===== config.mk =====
export PLATFORM = sky130hd
export DESIGN_NAME = hex_dump_line_formatter_top
export DESIGN_NICKNAME = d
export VERILOG_FILES = /design/src/design/hdlf_pkg.sv /design/src/design/hex_dump_line_formatter_top.sv
export SDC_FILE = /design/constraint.sdc
export NUM_CORES = 1
export LEC_CHECK = 0
export BUFFER_PORTS_ARGS = -buffer_cell sky130_fd_sc_hd__buf_2
export CORE_UTILIZATION = 60
export DETAILED_ROUTE_END_ITERATION = 10
export MAX_ROUTING_LAYER = met4
export PLACE_DENSITY = 0.75
export SYNTH_ARGS = -nofsm -noshare
export SYNTH_HDL_FRONTEND = slang
export SYNTH_SLANG_ARGS = --single-unit

===== constraint.sdc =====
create_clock -name clock -period 9.8 [get_ports clock]
set_input_delay 1.47 -clock clock [delete_from_list [all_inputs] [get_ports clock]]
set_output_delay 1.47 -clock clock [all_outputs]
set_load 0.1 [all_outputs]

===== src/design/hdlf_pkg.sv =====
package hdlf_pkg;

   localparam int LINE_BYTES = 16;
   localparam int HEX_WIDTH  = 2 * LINE_BYTES + LINE_BYTES / 2;
   localparam int CNT_W      = $clog2(LINE_BYTES + 1);
   localparam int COL_W      = $clog2(HEX_WIDTH + 2);
   localparam int IDX_W      = $clog2(LINE_BYTES);
   localparam int PC_W       = 3;

   typedef logic [CNT_W-1:0] cnt_type;
   typedef logic [COL_W-1:0] col_type;
   typedef logic [IDX_W-1:0] idx_type;
   typedef logic [PC_W-1:0]  pc_type;

   typedef struct packed {
      logic [7:0] data_byte;
      logic       end_of_buffer;
   } req_type;

   typedef struct packed {
      logic [6:0] out_char;
      logic       last_of_run;
   } rsp_type;

   // characters
   localparam logic [6:0] CH_SPACE   = 7'h20;
   localparam logic [6:0] CH_DOT     = 7'h2e;
   localparam logic [6:0] CH_DOLLAR  = 7'h24;
   localparam logic [6:0] CH_NEWLINE = 7'h0a;
   localparam logic [6:0] CH_ZERO    = 7'h30;
   localparam logic [6:0] CH_A_LOWER = 7'h61;
   localparam logic [7:0] PRINT_LOW  = 8'd32;
   localparam logic [7:0] PRINT_HIGH = 8'd126;

   // emit codes
   localparam logic [1:0] EMIT_NONE   = 2'd0;
   localparam logic [1:0] EMIT_ALWAYS = 2'd1;
   localparam logic [1:0] EMIT_MARKER = 2'd2;

   // character source codes
   localparam logic [2:0] SEL_HEX_HI  = 3'd0;
   localparam logic [2:0] SEL_HEX_LO  = 3'd1;
   localparam logic [2:0] SEL_SPACE   = 3'd2;
   localparam logic [2:0] SEL_STORE   = 3'd3;
   localparam logic [2:0] SEL_DOLLAR  = 3'd4;
   localparam logic [2:0] SEL_NEWLINE = 3'd5;

   // end-of-run codes
   localparam logic [1:0] LAST_NEVER        = 2'd0;
   localparam logic [1:0] LAST_NO_SEP_FLUSH = 2'd1;
   localparam logic [1:0] LAST_NO_FLUSH     = 2'd2;
   localparam logic [1:0] LAST_ALWAYS       = 2'd3;

   // jump condition codes
   localparam logic [2:0] JMP_NEVER     = 3'd0;
   localparam logic [2:0] JMP_NO_ACCEPT = 3'd1;
   localparam logic [2:0] JMP_NO_SEP    = 3'd2;
   localparam logic [2:0] JMP_PAD_MORE  = 3'd3;
   localparam logic [2:0] JMP_TEXT_MORE = 3'd4;

   // program addresses
   localparam pc_type STEP_WAIT    = 3'd0;
   localparam pc_type STEP_HEX_HI  = 3'd1;
   localparam pc_type STEP_HEX_LO  = 3'd2;
   localparam pc_type STEP_SEP     = 3'd3;
   localparam pc_type STEP_PAD     = 3'd4;
   localparam pc_type STEP_TEXT    = 3'd5;
   localparam pc_type STEP_MARKER  = 3'd6;
   localparam pc_type STEP_NEWLINE = 3'd7;

   typedef struct packed {
      logic [1:0] emit;
      logic [2:0] char_sel;
      logic [1:0] last_sel;
      logic [2:0] jump_sel;
      pc_type     target;
      logic       store_wr;
      logic       count_inc;
      logic       column_inc;
      logic       text_inc;
      logic       line_clear;
   } ctl_type;

   function automatic ctl_type step_rom(pc_type pc);
      ctl_type w;
      w = '0;
      case (pc)
         STEP_WAIT: begin
            w.jump_sel = JMP_NO_ACCEPT;
            w.target   = STEP_WAIT;
         end
         STEP_HEX_HI: begin
            w.emit       = EMIT_ALWAYS;
            w.char_sel   = SEL_HEX_HI;
            w.store_wr   = 1'b1;
            w.count_inc  = 1'b1;
            w.column_inc = 1'b1;
         end
         STEP_HEX_LO: begin
            w.emit       = EMIT_ALWAYS;
            w.char_sel   = SEL_HEX_LO;
            w.last_sel   = LAST_NO_SEP_FLUSH;
            w.jump_sel   = JMP_NO_SEP;
            w.target     = STEP_PAD;
            w.column_inc = 1'b1;
         end
         STEP_SEP: begin
            w.emit       = EMIT_ALWAYS;
            w.char_sel   = SEL_SPACE;
            w.last_sel   = LAST_NO_FLUSH;
            w.column_inc = 1'b1;
         end
         STEP_PAD: begin
            w.emit       = EMIT_ALWAYS;
            w.char_sel   = SEL_SPACE;
            w.jump_sel   = JMP_PAD_MORE;
            w.target     = STEP_PAD;
            w.column_inc = 1'b1;
         end
         STEP_TEXT: begin
            w.emit     = EMIT_ALWAYS;
            w.char_sel = SEL_STORE;
            w.jump_sel = JMP_TEXT_MORE;
            w.target   = STEP_TEXT;
            w.text_inc = 1'b1;
         end
         STEP_MARKER: begin
            w.emit     = EMIT_MARKER;
            w.char_sel = SEL_DOLLAR;
         end
         STEP_NEWLINE: begin
            w.emit       = EMIT_ALWAYS;
            w.char_sel   = SEL_NEWLINE;
            w.last_sel   = LAST_ALWAYS;
            w.line_clear = 1'b1;
         end
         default: begin
            w.jump_sel = JMP_NO_ACCEPT;
            w.target   = STEP_WAIT;
         end
      endcase
      return w;
   endfunction

   function automatic logic [6:0] hex_char(logic [3:0] nib);
      logic [6:0] c;
      if (nib < 4'd10) begin
         c = CH_ZERO + {3'b000, nib};
      end else begin
         c = CH_A_LOWER + {3'b000, nib} - 7'd10;
      end
      return c;
   endfunction

endpackage


===== src/design/hex_dump_line_formatter_top.sv =====
// hex dump line formatter, 16 bytes per line
// req channel: one beat per raw byte (data_byte, end_of_buffer), valid/ready
// rsp channel: one beat per text character (out_char, last_of_run), valid/ready
// csr port: csr_wr_en writes csr_wr_data into the end marker enable ('$' before newline)
// each byte gives two hex digits, a space after every second byte of a line,
// and on a full line or end_of_buffer the padded hex column, a space, the
// printable text of the line, the optional '$' and a newline
// control is an 8-step microprogram; one step per cycle, at most one character per step
// req_ready is high only while the sequencer waits at its first step, so one
// byte is in work at a time
// the accepted byte is registered, then the high digit step writes its first
// character into the output register once that register has room
// per byte the steps are wait, high digit, low digit and, if a space follows, separator;
// a line flush adds a step per pad, gap, text and newline character, and the marker step
// the output register decouples the sides; when rsp_ready is low the sequencer
// holds on its current step until the register frees up
// reset (synchronous, active high) clears the line counters, the sequencer,
// the output valid and the marker enable; the line text store needs no reset
module hex_dump_line_formatter_top (
   input  logic              clock,
   input  logic              reset,
   input  logic              req_valid,
   output logic              req_ready,
   input  hdlf_pkg::req_type req_data,
   output logic              rsp_valid,
   input  logic              rsp_ready,
   output hdlf_pkg::rsp_type rsp_data,
   input  logic              csr_wr_en,
   input  logic              csr_wr_data
);

   // sequencer and line state
   hdlf_pkg::pc_type  pc_ff, pc_in;
   hdlf_pkg::cnt_type cnt_ff, cnt_in;
   hdlf_pkg::col_type col_ff, col_in;
   hdlf_pkg::idx_type rd_ff, rd_in;
   logic [7:0]        byte_ff, byte_in;
   logic              eob_ff, eob_in;
   logic              marker_ff, marker_in;

   // printable text of the current line
   logic [6:0]        store_ff [hdlf_pkg::LINE_BYTES];
   logic [6:0]        store_in;
   logic              store_we;

   // output register
   logic              rsp_valid_ff, rsp_valid_in;
   hdlf_pkg::rsp_type rsp_data_ff, rsp_data_in;

   hdlf_pkg::ctl_type ctl;
   hdlf_pkg::cnt_type rd_next;
   logic              req_fire;
   logic              sep;
   logic              flush;
   logic              emit_now;
   logic              last_now;
   logic              jump_taken;
   logic              slot_free;
   logic              advance;
   logic [6:0]        char_now;

   // current control word
   assign ctl = hdlf_pkg::step_rom(pc_ff);

   assign req_ready = (pc_ff == hdlf_pkg::STEP_WAIT);
   assign req_fire  = req_valid && req_ready;

   // count already holds this byte once past the high digit step
   assign sep     = !cnt_ff[0] && (cnt_ff < hdlf_pkg::cnt_type'(hdlf_pkg::LINE_BYTES));
   assign flush   = (cnt_ff == hdlf_pkg::cnt_type'(hdlf_pkg::LINE_BYTES)) || eob_ff;
   assign rd_next = hdlf_pkg::cnt_type'(rd_ff) + hdlf_pkg::cnt_type'(1);

   always_comb begin
      case (ctl.emit)
         hdlf_pkg::EMIT_NONE:   emit_now = 1'b0;
         hdlf_pkg::EMIT_ALWAYS: emit_now = 1'b1;
         hdlf_pkg::EMIT_MARKER: emit_now = marker_ff;
         default:               emit_now = 1'b0;
      endcase
   end

   always_comb begin
      case (ctl.char_sel)
         hdlf_pkg::SEL_HEX_HI:  char_now = hdlf_pkg::hex_char(byte_ff[7:4]);
         hdlf_pkg::SEL_HEX_LO:  char_now = hdlf_pkg::hex_char(byte_ff[3:0]);
         hdlf_pkg::SEL_SPACE:   char_now = hdlf_pkg::CH_SPACE;
         hdlf_pkg::SEL_STORE:   char_now = store_ff[rd_ff];
         hdlf_pkg::SEL_DOLLAR:  char_now = hdlf_pkg::CH_DOLLAR;
         hdlf_pkg::SEL_NEWLINE: char_now = hdlf_pkg::CH_NEWLINE;
         default:               char_now = hdlf_pkg::CH_SPACE;
      endcase
   end

   always_comb begin
      case (ctl.last_sel)
         hdlf_pkg::LAST_NEVER:        last_now = 1'b0;
         hdlf_pkg::LAST_NO_SEP_FLUSH: last_now = !sep && !flush;
         hdlf_pkg::LAST_NO_FLUSH:     last_now = !flush;
         hdlf_pkg::LAST_ALWAYS:       last_now = 1'b1;
         default:                     last_now = 1'b0;
      endcase
   end

   always_comb begin
      case (ctl.jump_sel)
         hdlf_pkg::JMP_NEVER:     jump_taken = 1'b0;
         hdlf_pkg::JMP_NO_ACCEPT: jump_taken = !req_fire;
         hdlf_pkg::JMP_NO_SEP:    jump_taken = !sep;
         // pad spaces plus the one gap space
         hdlf_pkg::JMP_PAD_MORE:  jump_taken = col_ff < hdlf_pkg::col_type'(hdlf_pkg::HEX_WIDTH);
         hdlf_pkg::JMP_TEXT_MORE: jump_taken = rd_next < cnt_ff;
         default:                 jump_taken = 1'b0;
      endcase
   end

   // a step that emits waits for room in the output register
   assign slot_free = !rsp_valid_ff || rsp_ready;
   assign advance   = !emit_now || slot_free;

   always_comb begin
      pc_in = pc_ff;
      if (advance) begin
         if (emit_now && last_now) begin
            pc_in = hdlf_pkg::STEP_WAIT;
         end else if (jump_taken) begin
            pc_in = ctl.target;
         end else begin
            pc_in = pc_ff + hdlf_pkg::pc_type'(1);
         end
      end
   end

   // datapath
   always_comb begin
      byte_in   = byte_ff;
      eob_in    = eob_ff;
      cnt_in    = cnt_ff;
      col_in    = col_ff;
      rd_in     = rd_ff;
      marker_in = marker_ff;
      store_we  = 1'b0;
      if ((byte_ff >= hdlf_pkg::PRINT_LOW) && (byte_ff <= hdlf_pkg::PRINT_HIGH)) begin
         store_in = byte_ff[6:0];
      end else begin
         store_in = hdlf_pkg::CH_DOT;
      end
      if (req_fire) begin
         byte_in = req_data.data_byte;
         eob_in  = req_data.end_of_buffer;
      end
      if (advance) begin
         store_we = ctl.store_wr;
         if (ctl.count_inc) begin
            cnt_in = cnt_ff + hdlf_pkg::cnt_type'(1);
         end
         if (ctl.column_inc) begin
            col_in = col_ff + hdlf_pkg::col_type'(1);
         end
         if (ctl.text_inc) begin
            rd_in = rd_ff + hdlf_pkg::idx_type'(1);
         end
         if (ctl.line_clear) begin
            cnt_in = '0;
            col_in = '0;
            rd_in  = '0;
         end
      end
      if (csr_wr_en) begin
         marker_in = csr_wr_data;
      end
   end

   // output register
   always_comb begin
      rsp_valid_in = rsp_valid_ff;
      rsp_data_in  = rsp_data_ff;
      if (rsp_valid_ff && rsp_ready) begin
         rsp_valid_in = 1'b0;
      end
      if (advance && emit_now) begin
         rsp_valid_in            = 1'b1;
         rsp_data_in.out_char    = char_now;
         rsp_data_in.last_of_run = last_now;
      end
   end

   always_ff @(posedge clock) begin
      if (reset) begin
         pc_ff        <= hdlf_pkg::STEP_WAIT;
         cnt_ff       <= '0;
         col_ff       <= '0;
         rd_ff        <= '0;
         eob_ff       <= 1'b0;
         marker_ff    <= 1'b0;
         rsp_valid_ff <= 1'b0;
      end else begin
         pc_ff        <= pc_in;
         cnt_ff       <= cnt_in;
         col_ff       <= col_in;
         rd_ff        <= rd_in;
         eob_ff       <= eob_in;
         marker_ff    <= marker_in;
         rsp_valid_ff <= rsp_valid_in;
      end
   end

   // payload, no reset
   always_ff @(posedge clock) begin
      byte_ff     <= byte_in;
      rsp_data_ff <= rsp_data_in;
      if (store_we) begin
         store_ff[cnt_ff[hdlf_pkg::IDX_W-1:0]] <= store_in;
      end
   end

   assign rsp_valid = rsp_valid_ff;
   assign rsp_data  = rsp_data_ff;

endmodule


==> flow_summary_export.csv, run 1 <==
group,metric,value,unit
run_status,status,"finished, final reports clean",
detailed_routing,first_iter_violations,441,
pwr,peakVddDrop,0.000426,V
floorplan,rows,38,
timing,finalCritPeriodShare,44.5,%
synthesis,synth_flop_cell,"edfxtp_1",
timing,fmax,229,MHz
cts,cts_buffers,17,
placed_design,routabilityCongestion,0.898,
synthesis,muxShareOfSynthArea,12.4,%
cells_and_area,multi_input_area,0.00237,sq mm
synthesis,avgSynthCellArea,14.4,sq um
cts,cts_tree,"yes",
global_route,grt_pass1_vias,4027,
setup_path,ff2ff_path_depth,11,
detailed_routing,ant_nets,0,
timing,max-slew-margin-rel,34.2,%
cells_and_area,area_delta_synth_final,10.5,%
setup_path,crit_type,"register to register",
setup_path,crit_chain,"inv_1, ha_1, nor3_1, o221a_2, inv_1, ha_1, a21oi_1, or3_1, and3_1, nand2_1, nor3_1",
cts,post_cts_buffers,0,
placed_design,portBuffers,24,
floorplan,ios,25,
timing,setup_ws,5.44,ns
global_route,grt_start_max_net_pins,29,
setup_path,arrival,4.41,ns
setup_path,cp.required,9.85,ns
pwr,power_leakage,2.61,nW
synthesis,yosys.area_share.simple,9.42,%
placed_design,preCtsSetupSlack,5.47,ns
setup_path,crit_slowest_cell,"dfxtp_1",
setup_path,crit_fanout,27,
synthesis,synth-compound-area-share,7.34,%
timing,setup_viol,0,
min_path,hold_class,"register to register",
synthesis,async_flop_share,0,%
floorplan,core_area,0.0111,sq mm
detailed_routing,post_drt_wl_per_cell,22.5,um
global_route,grt_pass1_wl,22.4,mm
floorplan,die_h,110,um
synthesis,yosys.area_share.adder,3.78,%
timing,rsz0062_at_grt,"no",
timing,finalHoldViolCount,0,
synthesis,ys_ff_latch,153,
synthesis,yosysSeqAreaShare,62.4,%
timing,fin_skew,0.00470,ns
cts,cts-root-buf,"clkbuf_16",
detailed_routing,via_count,4226,
timing,fin_crit,4.36,ns
synthesis,synthCells,483,
pwr,cellPowerDensity,281,mW/mm^2
cts,ctsHoldBuffers,0,
synthesis,synth_top_family_by_area,"multiplexers",
cells_and_area,fillers,733,
cells_and_area,seq_area,0.00434,sq mm
setup_path,crit_buf_inv,2,
global_route,grt_overflow_total,0,
cells_and_area,fin_nets,540,
min_path,hold_depth,2,
detailed_routing,drc,0,
floorplan,start_util,62.8,%
timing,finalMaxSlewViolations,0,
cts,clock_sinks,153,
placed_design,dp_hpwl,9.61,mm
cts,clkTransAtPathRegs,0.06,ns
setup_path,cp.depth,11,
synthesis,syn_area,0.00696,sq mm
setup_path,cpPeakStageDelay,0.90,ns
global_route,grt_use_total,27.6,%
flow_run,cap_violations,0,
floorplan,dieArea,0.0120,sq mm
setup_path,start_kind,"register",
cts,clk_latency,0.43,ns
timing,worst_pin_slew,0.979,ns
global_route,antenna_found_initial,0,
cells_and_area,diodes,0,
floorplan,die_w,110,um
setup_path,critical-path-top-delay-family,"simple AND/OR/NAND/NOR gates",
pwr,p_total,2.16,mW
cts,htree_levels,4,
detailed_routing,routed_wl,14.8,mm
cts,cts-resized-gates,0,
detailed_routing,drtPass1Iterations,5,
detailed_routing,vias_per_cell,6.43,
setup_path,crit_path_end_kind,"register",
synthesis,synth_fp_nets,519,
timing,setup_tns,0,ns
synthesis,synthXorXnorAreaFrac,1.13,%
synthesis,synthDistinctLibCells,58,
cts,ctsLongestPathBuffers,2,
cells_and_area,drive_gt1_share,14.9,%
synthesis,synth_warnings,0,
synthesis,synth_enable_flop_cells,128,
cells in the mapped netlist, types with 4 or more instances:
cell	instances	area [sq um]
buf_2	7	35.0
inv_1	16	60.1
nand3_1	10	50.1
clkbuf_1	8	30.0
nor2_1	43	161
nor3_1	16	80.1
mux4_2	13	293
o22ai_1	6	37.5
mux4_1	15	394
dfxtp_1	25	500
and2_1	5	31.3
o31ai_1	4	30.0
xor2_1	6	52.6
ha_1	21	263
mux2_2	7	78.8
a21oi_1	25	125
edfxtp_1	128	3840
mux2i_1	10	100
nor2b_1	4	25.0
nand2_1	30	113
o21ai_0	15	75.1
nand2b_1	7	43.8
layout make-up:
| class | instances | area share, % |
|---|---|---|
| sequential | 153 | 56.5 |
| multi-input combinational | 289 | 30.9 |
| clock buffer | 21 | 5.73 |
| tap | 140 | 2.28 |
| clock inverter | 11 | 1.99 |
| timing repair buffer | 27 | 1.86 |
| inverter | 16 | 0.781 |
state kept, by name, indices dropped and copies added (netlist names), named ones only:
signal and flops:
store_ff 112, byte_ff 8, rsp_data 8, col_ff 6, cnt_ff 5, rd_ff 4
pc_ff 3, eob_ff 1, marker_ff 1, rsp_valid 1
worst register-to-register path, delay by kind of cell, from the launching register on:
| kind | cells | cell delay [ns] |
|---|---|---|
| AOI/OAI and AO/OA | 2 | 0.55 |
| adders and majority gates | 2 | 0.49 |
| buffers and inverters | 2 | 0.20 |
| DFF | 1 | 0.90 |
| and+or+nand+nor | 5 | 1.83 |
power by group:
group          switching [mW]  internal, mW  leakage (nW)  total (mW)
combinational           0.445         0.194         0.974       0.639
sequential             0.0568         0.801          1.35       0.858
clock                   0.242         0.421         0.285       0.663
total                   0.744          1.42          2.61        2.16
cells in the final DEF (no fill, tap or decap), drive strengths merged, types with 5 or more instances in the layout:
cell type,Yosys,routed
edfxtp,128,128
nor2,43,43
nand2,30,30
mux4,28,28
buf,13,27
a21oi,25,25
dfxtp,25,25
ha,21,21
clkbuf,10,21
nor3,16,16
inv,16,16
o21ai,16,16
mux2i,10,10
nand3,10,10
nand2b,7,7
mux2,7,7
o22ai,6,6
xor2,6,6
clkinv,0,6
and2,5,5
routing by layer:
metal  global-route usage (%)  part of all wire (%)  vias to the layer above
li1                         -                     -                     1904
met1                     35.7                    42                     2077
met2                     42.0                    48                      223
met3                     9.37                   8.8                       22
met4                     7.62                   1.6                        0
met5                        -                     0                        -
cell families (layout without fill, tap and decap cells):
logic type                 count (synthesis)  after routing
AOI/OAI and AO/OA                         79             79
xor gates and xnor gates                   9              9
adders and majority gates                 21             21
buffers and inverters                     41             75
DFF                                      153            153
muxes                                     45             45
and+or+nand+nor                          135            135
per-stage QoR:
step,hold WS (ns),cells,util (%),area (sq um)
6_report,0.477,657,69.4,7690
5_1_grt,0.493,657,69.4,7690
3_5_place_dp,0.470,625,64.1,7100
3_3_place_gp,0.455,625,64.1,7100
2_1_floorplan,0.444,483,-,6960
4_1_cts,0.478,657,69.4,7690
final timing paths:
path	startpoint	endpoint	slack, ns
worst max-delay path	pc_ff[2]	store_ff[2][6]	5.44
worst min-delay path	col_ff[1]	col_ff[1]	0.48
worst max register to register	pc_ff[2]	store_ff[2][6]	5.44
worst min register to register	col_ff[1]	col_ff[1]	0.48
Note: power is estimated with default switching activity, not from simulation.
==> run 2, diff against run 1 <==
- CORE_UTILIZATION: 60 -> 56
- PLACE_DENSITY: 0.75 -> 0.73
- clock period: 9.8 -> 3.9 ns (I/O delays scaled with it)
==> flow_summary_export.csv, run 2 (synthesized netlist as in run 1, its figures left out) <==
group,metric,value,unit
timing,setup_tns,0,ns
cts,cts_tree,"yes",
cells_and_area,fillers,854,
cells_and_area,drive_gt1_share,18.1,%
cts,clk_latency,0.42,ns
floorplan,die_w,113,um
min_path,hold_class,"primary input to register",
setup_path,ff2ff_path_depth,12,
cts,htree_levels,4,
timing,max-slew-margin-rel,42.5,%
floorplan,dieArea,0.0129,sq mm
detailed_routing,ant_nets,0,
global_route,grt_pass1_wl,22.1,mm
placed_design,preCtsSetupSlack,0.210,ns
detailed_routing,post_drt_wl_per_cell,20.7,um
floorplan,start_util,57.7,%
timing,fin_crit,3.63,ns
cts,clock_sinks,153,
global_route,grt_use_total,24.6,%
timing,finalMaxSlewViolations,0,
detailed_routing,drtPass1Iterations,5,
cells_and_area,largest_reg_flops,112,
setup_path,worstReg2RegEnd,"store_ff[13][0]",
pwr,power_leakage,2.67,nW
min_path,hold_depth,1,
cts,cts_buffers,17,
setup_path,r2r_setup_slack,0.27,ns
detailed_routing,vias_per_cell,5.98,
timing,finalHoldViolCount,0,
setup_path,cp.required,3.96,ns
floorplan,rows,40,
run_status,status,"finished, final reports clean",
cells_and_area,area_delta_synth_final,12.1,%
cts,cts-resized-gates,0,
timing,hold_slack,0.342,ns
detailed_routing,drc,0,
setup_path,crit_fanout,13,
setup_path,reg2reg_from,"pc_ff[1]",
cts,ctsHoldBuffers,0,
placed_design,dp_hpwl,9.74,mm
timing,rsz0062_at_grt,"no",
setup_path,arrival,3.69,ns
cells_and_area,multi_input_area,0.00239,sq mm
cts,ctsLongestPathBuffers,2,
min_path,min_from,"req_data[2]",
pwr,peakVddDrop,0.000344,V
setup_path,crit_slowest_cell,"dfxtp_1",
global_route,grt_start_max_net_pins,27,
detailed_routing,via_count,4153,
setup_path,start_kind,"register",
timing,setup_viol,0,
cells_and_area,final_common_cell,"edfxtp_1",
placed_design,dpl_cell_area,0.00721,sq mm
setup_path,crit_chain,"inv_1, ha_1, nor3_1, o221a_2, inv_1, ha_1, a21oi_1, or3_1, and3_1, nand2_1, buf_4, nor2_1",
cells_and_area,fin_nets,550,
global_route,grt_pass1_vias,4086,
cts,post_cts_buffers,0,
timing,setup_ws,0.271,ns
placed_design,portBuffers,24,
floorplan,core_area,0.0121,sq mm
pwr,cellPowerDensity,690,mW/mm^2
detailed_routing,first_iter_violations,346,
floorplan,ios,25,
timing,finalCritPeriodShare,93.0,%
detailed_routing,routed_wl,14.4,mm
setup_path,crit_path_end_kind,"register",
placed_design,routabilityCongestion,0.860,
timing,fin_skew,0.0126,ns
cts,clkTransAtPathRegs,0.06,ns
setup_path,crit_type,"register to register",
flow_run,cap_violations,0,
cells_and_area,final_cell_mix,"128 x edfxtp_1, 43 x nor2_1, 30 x nand2_1",
cts,cts-root-buf,"clkbuf_16",
cells_and_area,final_area,0.00780,sq mm
global_route,grt_overflow_total,0,
floorplan,die_h,113,um
timing,fmax,276,MHz
cells_and_area,diodes,0,
min_path,min_to,"byte_ff[1]",
global_route,antenna_found_initial,0,
setup_path,cpPeakStageDelay,0.54,ns
timing,worst_pin_slew,0.861,ns
cells_and_area,seq_area,0.00434,sq mm
run 2: cell types whose count changed in the layout (fill, tap and decap cells not counted):
cell,delta
clkinv_1,-3
clkinvlp_4,+1
inv_6,+4
clkbuf_1,-2
nor3_1,-4
bufinv_16,-2
clkinv_2,-2
buf_4,+10
nor3_2,+4
clkinv_4,+3
run 2: layout make-up:
class / instances / area share [%]
clock buffers: 19 / 5.55
well taps: 168 / 2.70
repair buffers: 37 / 2.79
flip-flops and latches: 153 / 55.7
inverters: 16 / 0.770
multi-input cells: 289 / 30.7
clock inverters: 12 / 1.80
run 2: layer usage:
metal	global-route usage [%]	up-vias	share of wire, %
met3	6.00	24	6.5
met4	10.0	0	2.2
met2	37.5	147	49
li1	-	1929	-
met1	32.1	2053	43
met5	-	-	0
run 2: worst max-delay path by stage:
stage	start	endpoint	slack, ns
2_1_floorplan	pc_ff[2]	store_ff[3][0]	0.23
3_3_place_gp	pc_ff[1]	store_ff[0][1]	0.44
3_5_place_dp	pc_ff[1]	store_ff[0][3]	0.21
4_1_cts	pc_ff[1]	store_ff[0][6]	0.19
5_1_grt	pc_ff[1]	store_ff[13][3]	0.04
6_report	pc_ff[1]	store_ff[13][0]	0.27
run 2: per-stage QoR:
step	total power [mW]	utilization, %	cells
after floorplan	3.42	-	483
after global placement	3.77	59.7	663
after detailed placement	3.80	59.7	663
after CTS	5.39	64.5	694
after global routing	5.60	64.7	694
final	5.38	64.7	694
run 2: critical path: cells and delay by family (launching register included):
| kind | cells | cell delay [ns] |
|---|---|---|
| AND/OR/NAND/NOR | 5 | 1.41 |
| flip-flops | 1 | 0.54 |
| adder cells (fa/ha/maj) | 2 | 0.51 |
| AO/OA/AOI/OAI | 2 | 0.42 |
| buffers and inverters | 3 | 0.40 |
run 2: report_power, final:
| group | leakage, nW | switching (mW) | internal [mW] |
|---|---|---|---|
| Combinational | 1.04 | 1.12 | 0.520 |
| Sequential | 1.35 | 0.134 | 2.01 |
| Clock | 0.272 | 0.649 | 0.946 |
| Total | 2.67 | 1.90 | 3.48 |
==> run 3, diff against run 2 <==
- CELL_PAD_IN_SITES_DETAIL_PLACEMENT: unset -> 1
- CELL_PAD_IN_SITES_GLOBAL_PLACEMENT: unset -> 1
- CORE_UTILIZATION: 56 -> 47
- GPL_ROUTABILITY_DRIVEN: unset -> 0
- PLACE_DENSITY: 0.73 -> 0.79
==> flow_summary_export.csv, run 3 (synthesized netlist as in run 1, its figures left out) <==
group,metric,value,unit
pwr,p_total,5.59,mW
timing,fmax,284,MHz
cts,htree_levels,4,
timing,hold_slack,0.334,ns
detailed_routing,drtPass1Iterations,5,
floorplan,die_h,124,um
floorplan,dieArea,0.0153,sq mm
cells_and_area,postLayoutCoreUtil,54.7,%
cts,clkTransAtPathRegs,0.06,ns
timing,finalMaxSlewViolations,0,
cts,ctsHoldBuffers,0,
placed_design,placed_cells,680,
detailed_routing,post_drt_wl_per_cell,23.2,um
timing,max-slew-margin-rel,40.6,%
pwr,cellPowerDensity,706,mW/mm^2
global_route,grt_pass1_vias,4358,
run_status,status,"finished, final reports clean",
floorplan,die_w,124,um
setup_path,start_kind,"register",
global_route,antenna_found_initial,0,
global_route,grt_pass1_wl,25.5,mm
pwr,p_seq_share,38.3,%
global_route,grt_overflow_total,0,
cells_and_area,final_common_cell,"edfxtp_1",
cells_and_area,stdcell_count,712,
setup_path,arrival,3.60,ns
cts,clock_sinks,153,
timing,worst_pin_slew,0.889,ns
pwr,p_clk_share,30.9,%
floorplan,core_area,0.0145,sq mm
setup_path,crit_path_end_kind,"register",
timing,fin_crit,3.52,ns
setup_path,crit_fanout,13,
placed_design,dp_hpwl,11.4,mm
pwr,peakVddDrop,0.000390,V
cts,cts-resized-gates,0,
timing,setup_viol,0,
floorplan,start_util,48.1,%
timing,setup_tns,0,ns
floorplan,rows,44,
detailed_routing,drc,0,
cts,post_cts_buffers,0,
floorplan,ios,25,
pwr,p_int,3.64,mW
cts,cts_tree,"yes",
cells_and_area,area_delta_synth_final,13.8,%
pwr,pwr-share-comb,30.8,%
detailed_routing,routed_wl,16.6,mm
cells_and_area,fin_nets,551,
cells_and_area,largest_reg_flops,112,
timing,rsz0062_at_grt,"no",
pwr,p_sw_share,34.8,%
pwr,power_switching,1.95,mW
timing,fin_skew,0.00726,ns
cts,clk_latency,0.43,ns
cells_and_area,drive_gt1_share,21.0,%
min_path,hold_class,"primary input to register",
global_route,grt_use_total,24.4,%
setup_path,cp.required,3.98,ns
detailed_routing,ant_nets,0,
cells_and_area,final_cell_mix,"128 x edfxtp_1, 31 x nor2_1, 30 x nand2_1",
cts,cts_buffers,17,
timing,finalCritPeriodShare,90.3,%
flow_run,cap_violations,0,
cts,ctsLongestPathBuffers,2,
cells_and_area,fillers,1410,
detailed_routing,vias_per_cell,5.93,
pwr,power_leakage,2.70,nW
cells_and_area,diodes,0,
placed_design,portBuffers,24,
detailed_routing,via_count,4225,
timing,finalHoldViolCount,0,
setup_path,crit_type,"register to register",
detailed_routing,first_iter_violations,380,
global_route,grt_start_max_net_pins,27,
cts,cts-root-buf,"clkbuf_16",
run 3: changes by cell type in the layout (fill, tap and decap cells not counted), sizes merged:
cell / change
clkbuf: +4
clkinv: -2
inv: -2
buf: +1
bufinv: +1
run 3: area by class of cell:
class	instances	area (sq um)	area share [%]
multi-input cells	289	2420	30.6
clock inverters	9	136	1.72
inverters	16	60.1	0.759
clock buffers	23	498	6.29
repair buffers	38	225	2.84
flip-flops and latches	153	4340	54.9
well taps	184	230	2.91
run 3: through the flow:
stage,worst slack [ns],instance area (sq um)
6_report,0.379,7920
4_1_cts,0.175,7870
3_5_place_dp,0.213,7230
2_1_floorplan,0.234,6960
5_1_grt,0.0838,7920
3_3_place_gp,0.443,7230
run 3: worst max-delay path: stages (launching register included):
cell and delay (ns):
dfxtp_1 0.56, inv_1 0.17, ha_1 0.34, nor3_1 0.34
o221a_2 0.26, inv_1 0.05, ha_1 0.19, a21oi_1 0.18
or3_1 0.16, and3_1 0.27, nand2_1 0.14, buf_4 0.18
nor2_2 0.34
run 3: power by group through the flow:
stage                     Sequential [mW]  Combinational, mW  Clock [mW]
after floorplan                      2.45              0.973           0
after CTS                            2.14               1.72        1.76
final                                2.14               1.72        1.73
after detailed placement             2.17               1.70           0
after global routing                 2.16               1.86        1.81
after global placement               2.16               1.65           0
run 3: routing by layer:
layer | wire length (um) | GRT usage [%] | vias up
met5 | 0 | - | -
met4 | 397 | 10.1 | 0
met3 | 668 | 3.89 | 32
met2 | 7990 | 38.2 | 113
met1 | 7500 | 31.7 | 2150
li1 | - | - | 1930
run 3: final timing paths:
| kind | startpoint | endpoint | slack [ns] | depth (start not counted) |
|---|---|---|---|---|
| hold / removal | req_data[8] | byte_ff[7] | 0.33 | 1 |
| setup / recovery | pc_ff[1] | store_ff[10][4] | 0.38 | 12 |
| hold reg to reg | col_ff[1] | col_ff[1] | 0.49 | 2 |
| setup reg to reg | pc_ff[1] | store_ff[10][4] | 0.38 | 12 |
